<file path="config.mk">
export PLATFORM = sky130hd
export DESIGN_NAME = tcw_front
export DESIGN_NICKNAME = d
export VERILOG_FILES = /design/src/sv/tcw_pkg.sv /design/src/sv/tcw_front.sv
export SDC_FILE = /design/constraint.sdc
export NUM_CORES = 1
export LEC_CHECK = 0
export ABC_CLOCK_PERIOD_IN_PS = 2200
export BUFFER_PORTS_ARGS = -buffer_cell sky130_fd_sc_hd__clkbuf_2
export CORE_AREA = 2 2 39 41
export DETAILED_ROUTE_END_ITERATION = 12
export DIE_AREA = 0 0 41 43
export PLACE_DENSITY_LB_ADDON = 0.3
export RECOVER_POWER = 50
export SKIP_LAST_GASP = 1
export SYNTH_ARGS = -nofsm -noshare
export SYNTH_HDL_FRONTEND = slang
export SYNTH_SLANG_ARGS = --single-unit
</file>
<file path="constraint.sdc">
create_clock -name vclk -period 2.2
set_clock_uncertainty 0.2 [all_clocks]
set_input_delay 0.11 -clock vclk [all_inputs]
set_output_delay 0.11 -clock vclk [all_outputs]
set_load 0.02 [all_outputs]
</file>
<file path="src/sv/tcw_pkg.sv">
// ----------------------------------------------------------------------------
// tcw_pkg - text console writer shared types
// Beat types for the command and response channels, the classified item that
// passes from front to back, status flags and character codes.
// ----------------------------------------------------------------------------
package tcw_pkg;

  localparam logic [1:0] OP_PUT   = 2'd0;
  localparam logic [1:0] OP_CLEAR = 2'd1;
  localparam logic [1:0] OP_READ  = 2'd2;

  localparam logic [7:0] CH_BACKSPACE = 8'd8;
  localparam logic [7:0] CH_TAB       = 8'd9;
  localparam logic [7:0] CH_NEWLINE   = 8'd10;
  localparam logic [7:0] CH_RETURN    = 8'd13;
  localparam logic [7:0] CH_SPACE     = 8'h20;

  localparam logic [7:0] COLOR_RESET = 8'h0F;
  localparam logic [7:0] BLANK_ATTR  = 8'h00;

  typedef struct packed {
    logic [1:0]  operation;
    logic [7:0]  char_code;
    logic [10:0] cell_index;
  } tcw_cmd_t;

  typedef struct packed {
    logic [15:0] cell_value;
    logic [4:0]  cursor_row;
    logic [6:0]  cursor_column;
  } tcw_rsp_t;

  typedef enum logic [2:0] {
    K_WRITE,
    K_NEWLINE,
    K_RETURN,
    K_TAB,
    K_BACKSPACE,
    K_CLEAR,
    K_READ,
    K_NOP
  } tcw_kind_t;

  typedef struct packed {
    tcw_kind_t   kind;
    logic [7:0]  char_code;
    logic [10:0] cell_index;
    logic        in_range;
  } tcw_item_t;

  typedef struct packed {
    logic busy;
    logic take;
    logic read_wait;
  } tcw_status_t;

endpackage

</file>
<file path="src/sv/tcw_front.sv">
// ----------------------------------------------------------------------------
// tcw_front - command decode
// Accepts command beats, sorts each into a put, clear, read or nop kind,
// checks the read index against the screen size and pushes the item into the queue.
// ----------------------------------------------------------------------------
module tcw_front #(
  parameter int COLUMNS = 80,
  parameter int ROWS    = 25
) (
  input  logic               cmd_valid,
  input  tcw_pkg::tcw_cmd_t  cmd,
  output logic               cmd_stall,
  input  logic               q_full,
  output logic               q_push,
  output tcw_pkg::tcw_item_t q_item
);
  import tcw_pkg::*;

  localparam int CELLS = COLUMNS * ROWS;

  tcw_kind_t kind;

  always_comb begin
    case (cmd.operation)
      OP_PUT: begin
        case (cmd.char_code)
          CH_NEWLINE:   kind = K_NEWLINE;
          CH_RETURN:    kind = K_RETURN;
          CH_TAB:       kind = K_TAB;
          CH_BACKSPACE: kind = K_BACKSPACE;
          default:      kind = K_WRITE;
        endcase
      end
      OP_CLEAR: kind = K_CLEAR;
      OP_READ:  kind = K_READ;
      default:  kind = K_NOP;
    endcase
  end

  assign q_item.kind       = kind;
  assign q_item.char_code  = cmd.char_code;
  assign q_item.cell_index = cmd.cell_index;
  assign q_item.in_range   = (32'(cmd.cell_index) < 32'(CELLS));

  assign cmd_stall = q_full;
  assign q_push    = cmd_valid && !q_full;

endmodule

</file>
# Word level (Yosys, flattened, before mapping)
# Cells that the tools add are included.
word_totals:
  regBits: 0
  in_bits: 23
  output_inout_bits: 25
  wordCells: 12
op_classes:
  order_cmp: 1
  eq_ne: 6
  n_mux: 2
  n_reduce_logical: 3
ops:
  columns: ["cell", "count"]
  rows:
  - ["8-bit by 4-bit == test with 1-bit output, second input constant", 4]
  - ["3-bit one-hot mux with 4 select lines", 1]
  - ["11-bit less-than comparator, second input constant", 1]
  - ["3-bit one-hot mux with 3 select lines", 1]
  - ["2-bit by 1-bit == test with 1-bit output, second input constant", 1]
  - ["2-bit == test, second input constant", 1]
  - ["2-bit zero test", 1]
  - ["1-bit logical AND", 1]
  - ["1-bit zero test", 1]

# Longest topological paths before layout
logic_depth:
  ltp_word: 3
  ltp_mapped: 4
  depth_no_buf: 4

# Least setup slack after synthesis
# Ideal clock, no wire load.
synth_timing:
  path_type: "input-to-output"
  startpoint: "in cmd[16] in the netlist's numbering"
  endpoint: "out q_item[21] in the netlist's numbering"
  t_arrival_ns: 1.243
  required_time_ns: 1.890
  slack_ns: 0.647
  stages: 3
  path_buffers: 0
  path_cell_list: "nor4b_2 -> nand3b_1 -> o41ai_1"
synth_rtl:
  columns: ["element", "line", "text"]
  rows:
  - ["start, declared", "tcw_front.sv:11", "input tcw_pkg::tcw_cmd_t cmd,"]
  - ["end, declared", "tcw_front.sv:15", "output tcw_pkg::tcw_item_t q_item"]

==> summary.txt <==
status -> complete, no violations
Horiz. Die Dim -> 41 µm
sequential area share after synthesis -> 0
Worst VDD drop -> 58.6 µV
crit path max fanout -> 3
Die Height -> 43 µm
fill count -> 178
total negative setup slack -> 0 ps
area of the multi-input gates -> 125 µm²
RSZ-0062 raised after global routing -> no
slowest cell on the critical path -> o41ai_2
Syn Nets -> 62
Largest stage delay, worst path -> 300 ps
Routed Wire Length -> 590 µm
Die Area -> 0.00176 mm²
I/O pins -> 48
NumNets Final -> 84
Routed Antenna Nets -> 0
Seq cells -> 0
CP arrival -> 1160 ps
# rows -> 14
crit-path most repeated cell -> clkbuf_2
top cell type by total area after synthesis -> buf_4
Tot Pwr -> 0.0840 mW
grt total ovfl -> 0
largest net degree at the start of global routing -> 5
actual slew at the worst max-slew pin -> 271 ps
vias per cell -> 3.90
clock buffers -> 0
number of diodes -> 0
final hold viol count -> 0
global-route wire length before repair -> 876 µm
area occupied by registers -> 0 µm²
Avg Cell Area, Syn -> 7.74 µm²
Worst Path Buf+Inv -> 2
ratio of cells with drive above 1 in the final layout -> 0.596
LEAKAGE -> 0.199 nW
Synth cell types -> 13
CP cell instances -> clkbuf_2, nor4b_2, nand3b_1, o41ai_2, clkbuf_2
Post-CTS Resized -> 0
number of non-filler instances in the completed layout -> 73
worst setup path startpoint -> cmd[16]
average wire per standard cell -> 8.08 µm
Yosys top cell area share -> 0.524
Mapped Area -> 287 µm²
Buffers on Ports -> 40
period utilisation layout -> 0.669
initial core utilization -> 0.207
Synth Warn # -> 0
Hold Worst Slack -> 20.0 ps
Core ar. -> 0.00138 mm²
Max-Slew Margin vs Limit -> 0.817
f_max -> 679 MHz
antenna violations before repair -> 0
Worst Setup Path Type -> in2out
worst slack, placed -> 694 ps
Max Cap Viol -> 0
drt pass-1 iters -> 4
total number of vias -> 285
DR DRC count -> 0
Total Routing Usage GR -> 0.0649
routability cong. -> 0.648
dpl cells -> 73
P&R area growth vs syn -> 21.0%
vias in the first global route -> 244
cells after synthesis -> 37
Final Worst Setup Slack -> 728 ps
# Post-CTS Setup Buffers -> 0
CP top delay family -> simple AND/OR/NAND/NOR gates
Worst Setup Start Kind -> primary input
number of cells on the critical path -> 5
Req. time, crit path -> 1890 ps
Post-synth top cells -> buf_4 (20), inv_1 (3), a21oi_1 (2), ha_1 (2), o41ai_1 (2)
crit path capture -> q_item[20]
Critical Path End Type -> output pin
# hold bufs at CTS -> 0
drt initial violations -> 1
most frequent cell after synthesis -> buf_4
Hold/Removal Path Class -> in2out
Period minus WS final -> 1470 ps
Synth area leaders -> buf_4 (52%), ha_1 (8.7%), o41ai_1 (6.1%)
Slew Limit Fails -> 0
PD cells -> 243 mW/mm²
Setup-failing EPs final -> 0
## metal layers
| metal | GRT usage | wire length, µm |
|---|---|---|
| met1 | 0.0696 | 200 |
| met2 | 0.128 | 333 |
| met3 | 0 | 56 |
| met4 | 0.0133 | 0 |
| met5 | 0 | 0 |
## cell type report
cell class | count | area share
inverters | 3 | 0.0325
repair buffers | 40 | 0.549
well taps | 16 | 0.0578
multi-input cells | 14 | 0.361
## logic make-up after synthesis
kind of cell | Yosys count | synth area share
compound gates | 6 | 0.183
xor+xnor | 1 | 0.0306
fa+ha+maj | 2 | 0.0873
buf+inv | 23 | 0.563
simple gates | 5 | 0.135
## power breakdown
| group | total, mW | internal, mW | leakage (nW) | switching (mW) |
|---|---|---|---|---|
| Sequential | 0 | 0 | 0 | 0 |
| Combinational | 0.0840 | 0.0322 | 0.199 | 0.0518 |
| Clock | 0 | 0 | 0 | 0 |
| Total | 0.0840 | 0.0322 | 0.199 | 0.0518 |
## through the flow
| stage | cell area [µm²] | utilization |
|---|---|---|
| global placement | 357 | 0.258 |
| floorplan | 287 | - |
| finish | 347 | 0.250 |
| CTS | 357 | 0.258 |
| detailed placement | 357 | 0.258 |
| global route | 347 | 0.250 |
## placed cells by master (no fill, tap or decap)
master and instances:
clkbuf_2 32, clkbuf_1 8, inv_1 3, o41ai_1 2, a21oi_1 2, ha_1 2
nor4b_2 1, nand3b_1 1, nor2_1 1, xnor2_1 1, o41ai_2 1, nor2b_1 1
and3_1 1, o2111ai_1 1
## worst min-delay path by stage
stage | from | endpoint | slack, ps | depth (start not counted)
final | cmd[3] | q_item[4] | 20 | 0
after global routing | cmd[2] | q_item[3] | 20 | 0
after CTS | cmd[0] | q_item[1] | 20 | 0
after detailed placement | cmd[0] | q_item[1] | 20 | 0
after global placement | cmd[0] | q_item[1] | 20 | 0
after floorplan | q_full | q_push | 100 | 1
Note: power is estimated with default switching activity, not from simulation.
