### src/sv/tcw_pkg.sv
// ----------------------------------------------------------------------------
// tcw_pkg - text console writer shared types
// Beat types for the command and response channels, the classified item that
// passes from front to back, status flags and character codes.
// ----------------------------------------------------------------------------
package tcw_pkg;

  localparam logic [1:0] OP_PUT   = 2'd0;
  localparam logic [1:0] OP_CLEAR = 2'd1;
  localparam logic [1:0] OP_READ  = 2'd2;

  localparam logic [7:0] CH_BACKSPACE = 8'd8;
  localparam logic [7:0] CH_TAB       = 8'd9;
  localparam logic [7:0] CH_NEWLINE   = 8'd10;
  localparam logic [7:0] CH_RETURN    = 8'd13;
  localparam logic [7:0] CH_SPACE     = 8'h20;

  localparam logic [7:0] COLOR_RESET = 8'h0F;
  localparam logic [7:0] BLANK_ATTR  = 8'h00;

  typedef struct packed {
    logic [1:0]  operation;
    logic [7:0]  char_code;
    logic [10:0] cell_index;
  } tcw_cmd_t;

  typedef struct packed {
    logic [15:0] cell_value;
    logic [4:0]  cursor_row;
    logic [6:0]  cursor_column;
  } tcw_rsp_t;

  typedef enum logic [2:0] {
    K_WRITE,
    K_NEWLINE,
    K_RETURN,
    K_TAB,
    K_BACKSPACE,
    K_CLEAR,
    K_READ,
    K_NOP
  } tcw_kind_t;

  typedef struct packed {
    tcw_kind_t   kind;
    logic [7:0]  char_code;
    logic [10:0] cell_index;
    logic        in_range;
  } tcw_item_t;

  typedef struct packed {
    logic busy;
    logic take;
    logic read_wait;
  } tcw_status_t;

endpackage

### src/sv/tcw_queue.sv
// ----------------------------------------------------------------------------
// tcw_queue - two-entry item queue
// Decouples decode from execution so that each side stalls on its own.
// ----------------------------------------------------------------------------
module tcw_queue (
  input  logic               clk,
  input  logic               rst,
  input  logic               push,
  input  tcw_pkg::tcw_item_t push_item,
  output logic               full,
  input  logic               pop,
  output logic               q_valid,
  output tcw_pkg::tcw_item_t q_item
);
  import tcw_pkg::*;

  tcw_item_t  slots [2];
  logic       wr_ptr;
  logic       rd_ptr;
  logic [1:0] count;

  assign full    = (count == 2'd2);
  assign q_valid = (count != 2'd0);
  assign q_item  = slots[rd_ptr];

  always_ff @(posedge clk) begin
    if (push) begin
      slots[wr_ptr] <= push_item;
    end
  end

  always_ff @(posedge clk) begin
    if (rst) begin
      wr_ptr <= 1'b0;
      rd_ptr <= 1'b0;
      count  <= 2'd0;
    end else begin
      if (push) begin
        wr_ptr <= ~wr_ptr;
      end
      if (pop) begin
        rd_ptr <= ~rd_ptr;
      end
      case ({push, pop})
        2'b10:   count <= count + 2'd1;
        2'b01:   count <= count - 2'd1;
        default: count <= count;
      endcase
    end
  end

endmodule

### config.mk
export PLATFORM = sky130hd
export DESIGN_NAME = tcw_queue
export DESIGN_NICKNAME = d
export VERILOG_FILES = /design/src/sv/tcw_pkg.sv /design/src/sv/tcw_queue.sv
export SDC_FILE = /design/constraint.sdc
export NUM_CORES = 1
export LEC_CHECK = 0
export ABC_AREA = 1
export BUFFER_PORTS_ARGS = -buffer_cell sky130_fd_sc_hd__buf_2
export CAP_MARGIN = 20
export CORE_MARGIN = 3
export CORE_UTILIZATION = 40
export DETAILED_ROUTE_END_ITERATION = 8
export HOLD_SLACK_MARGIN = 0.15
export PLACE_DENSITY = 0.69
export SLEW_MARGIN = 15
export SYNTH_ARGS = -nofsm -noshare
export SYNTH_HDL_FRONTEND = slang
export SYNTH_SLANG_ARGS = --single-unit
### constraint.sdc
create_clock -name clk -period 2.9 [get_ports clk]
set_clock_uncertainty 0.2 [all_clocks]
set_input_delay 0.87 -clock clk [delete_from_list [all_inputs] [get_ports clk]]
set_output_delay 0.87 -clock clk [all_outputs]
set_load 0.01 [all_outputs]
# [Yosys cells after proc, flatten, opt, wreduce, memory -nomap -nowiden]
# Memories as Yosys holds them, arrays and structs flattened. A register that Yosys moved wholly into a read port is not among the register bits.
# Index checks and enable logic that the tools add are counted.
[op_classes] n_addsub=2 n_eq_ne=3 n_mux=5 bitwise=2 reduce_logical=2
[op_table] op="== test 2 bit, second input constant" count=2
[op_table] op="2-to-1 mux 1 bit" count=4
[op_table] op="case mux 2 bit (2 select lines)" count=1
[op_table] op="nonzero test 2 bit" count=2
[op_table] op="adder 2 x 1 -> 2 bit, second input constant" count=1
[op_table] op="== test 2 x 1 -> 1 bit, second input constant" count=1
[op_table] op="inverter 1 bit" count=2
[op_table] op="subtractor 2 x 1 -> 2 bit, second input constant" count=1
[totals] regBits=4 mem_bits_rw=46 input_bits=27 output_inout_bits=25 elab_cells=18 n_memories=1
[memory_table] memory="slots" words=2 word_bits=23 read_ports=1 rd_ports_with_merged_regs=1 write_ports=1 line="tcw_queue.sv:17" text="tcw_item_t slots [2];"

# [Depth between registers and ports, before layout]
[logic_depth] depth_word=3 depth_mapped=7 depth_no_buf=7

# [Least setup slack after synthesis]
# No wires, ideal clock.
[synth_path] path_kind="input to register" startpoint="input port push" endpoint="memory slots[0][0] (netlist name), enable pin" setup_ns=0.403 arrival_time_ns=1.899 t_required_ns=2.297 setup_slack_ns=0.398 path_stages=2 n_path_buf=0 path_cell_list="inv_1 > nor2_1"
[synth_via] elab_chain_len=2
[synth_rtl] element="start, declared" line="tcw_queue.sv:8" text="input logic push,"
[synth_rtl] element="2-to-1 mux 1 bit" line="tcw_queue.sv:27" text="if (push) begin"
[synth_rtl] element="2-to-1 mux 1 bit (implied by the code)" line="tcw_queue.sv:28" text="slots[wr_ptr] <= push_item;"
[synth_rtl] element="end, declared" line="tcw_queue.sv:17"
# Every way passes these cells.

==> qor.yml <==
synth-async-reset-ratio_pct: 0
ctsResizeCount: 0
worstSkewPairLatency_ps: 290
portBuffers: 51
synth_edf_count: 46
layout_setup_ws_ps: 402.9
yosys.cell_count.top_type: "edfxtp_1"
cts_setup_buffers: 0
io_pins: 52
irDropWorstVdd_mv: 0.3241
nFillCells: 384
num_vias: 1024
yosys.area.top_type_share_pct: 73.16
post_drt_wl_per_cell_um: 14.30
status: "finished, final reports clean"
crit_end: "q_item[12]"
synth_area_leaders: "edfxtp_1, mux2_2, dfxtp_1, nor2_1, inv_1"
multi_input_area_um2: 360.3
p_sw_share_pct: 19.70
root_buffer: "clkbuf_8"
setup_viol: 0
period_needed_ps: 2497
p_int_mw: 1.272
r2r-start: "wr_ptr"
fin_crit_sh_pct: 86.11
drt-total-wl_um: 3088
setup_tns_ps: 0
drive_above_1_share_pct: 51.83
synth_cell_types: 13
rsz0062_at_grt: "false"
die_h_um: 74.71
yosysWarnings: 0
yosysSeqAreaShare_pct: 78.46
synthesis.nets: 132
grt_pass1_wl_um: 4623
comb_power_share_pct: 10.9
path_max_fanout: 23
synth.cell_area_um2: 1888
grt_util_all_layers_pct: 11.37
overflow: 0
drt_iter0_drc: 38
antenna_found_initial: 0
insertedDiodeCount: 0
syn2layout_area_growth_pct: 24.12
place_hpwl_um: 2135
pwr-share-clk_pct: 35.0
path_class: "flip-flop to primary output"
pre_cts_slack_ps: 706.6
syn_inst: 104
required_ps: 1830
postRouteAntennaNets: 0
clockBufferDepth: 2
synth_common_cells: "edfxtp_1, mux2_2, nor2_1"
grt_pass1_vias: 1066
dieArea_um2: 5581
worst_pin_slew_ps: 313.7
ctsHoldBuffers: 0
p_sw_uw: 312.1
start_kind: "flip-flop"
power_frac_seq_pct: 54.1
leakage_nw: 0.9258
drt_first_pass_iters: 4
ff2ff_setup_slack_ps: 1550
yosys.area.top_type: "edfxtp_1"
rows: 24
grt_max_degree: 24
maxCapViolations: 0
regArea_um2: 1481
ys_ff_latch: 51
rr_endpoint: "slots[1][11]"
max_slew_margin_pct: 79.09
avgViaCountPerCell: 4.741
nets: 191
drc: 0
die_w_um: 74.71
gp_congestion: 0.7148
dominantRegCellSynth: "edfxtp_1"
path_clk_slew_ps: 80
cts_max_level: 2
hold_class: "flip-flop to flip-flop"
reg2regPathDepth: 3
cts.sinks: 51
core_area_um2: 4444
critPathArrivalTime_ps: 1430
syn_avg_cell_area_um2: 18.15
start_util_pct: 42.48
power.density_nw_per_um2: 676.0
hold_violations: 0
numCtsBuffers: 5
slew_viol_final: 0
cts_tree: "done"
cp-end-kind: "primary output"
timing.fmax_mhz: 400.5
==> logic make-up after synthesis <==
group	count (synthesis)	synth area share [%]
flops	51	78.46
simple gates	17	3.578
compound gates	2	0.5296
xor+xnor	1	0.4640
mux	23	13.72
buf+inv	9	2.585
fa+ha+maj	1	0.6626
==> registers in the layout, indices dropped and copies added (netlist names), named ones only <==
name and cells:
count 2, wr_ptr 1, slots 46, rd_ptr 1
==> worst min-delay path by stage <==
| stage | from | endpoint | slack, ps | depth (start not counted) |
|---|---|---|---|---|
| detailed placement | rd_ptr | flip-flop | 310 | 2 |
| CTS | wr_ptr | wr_ptr | 330 | 2 |
| global placement | count[1] | count[1] | 290 | 2 |
| finish | rd_ptr | rd_ptr | 320 | 2 |
| global route | wr_ptr | wr_ptr | 370 | 2 |
| floorplan | count[1] | count[1] | 280 | 2 |
==> layout by cell type, fill, tap and decap left out <==
cell / instances
buf_2: 51
edfxtp_1: 46
mux2_2: 23
nor2_1: 8
inv_1: 7
nand2_1: 6
dfxtp_1: 5
clkbuf_8: 5
buf_4: 3
bufinv_16: 2
nor2_2: 1
xnor2_1: 1
o21ai_0: 1
a21oi_1: 1
nor3_1: 1
nand4_1: 1
ha_1: 1
clkbuf_1: 1
==> worst max-delay path, cell delays in order (launching register included) <==
cell	delay (ps)
dfxtp_1	310
buf_4	290
mux2_2	380
buf_2	140
==> power groups by stage <==
stage | combinational (mW) | clock [mW] | sequential, mW
2_1_floorplan | 0.104 | 0 | 0.873
6_report | 0.172 | 0.555 | 0.857
3_3_place_gp | 0.170 | 0 | 0.872
3_5_place_dp | 0.176 | 0 | 0.874
4_1_cts | 0.176 | 0.577 | 0.857
5_1_grt | 0.190 | 0.603 | 0.861
==> area by class of cell <==
| cell class | count | share of cell area [%] |
|---|---|---|
| clock buffer | 6 | 3.097 |
| multi-input combinational | 44 | 15.38 |
| tap | 52 | 2.776 |
| timing repair buffer | 54 | 11.85 |
| sequential | 51 | 63.21 |
| inverter | 7 | 1.121 |
| clock inverter | 2 | 2.563 |
==> per-layer routing <==
metal	track usage (%)	wire [um]
met1	11.42	1206
met2	21.27	1694
met3	3.071	155
met4	5.929	30
met5	0	0
==> stage by stage <==
stage	cell area (um2)	hold slack (ps)	cells	total power, mW	utilization (%)
3_5_place_dp	2211	311.2	208	1.050	49.75
4_1_cts	2344	334.0	216	1.611	52.73
2_1_floorplan	1888	276.4	104	0.9766	-
6_report	2344	323.6	216	1.584	52.73
3_3_place_gp	2211	285.9	208	1.041	49.75
5_1_grt	2344	369.3	216	1.654	52.73
Note: power is estimated with default switching activity, not from simulation.
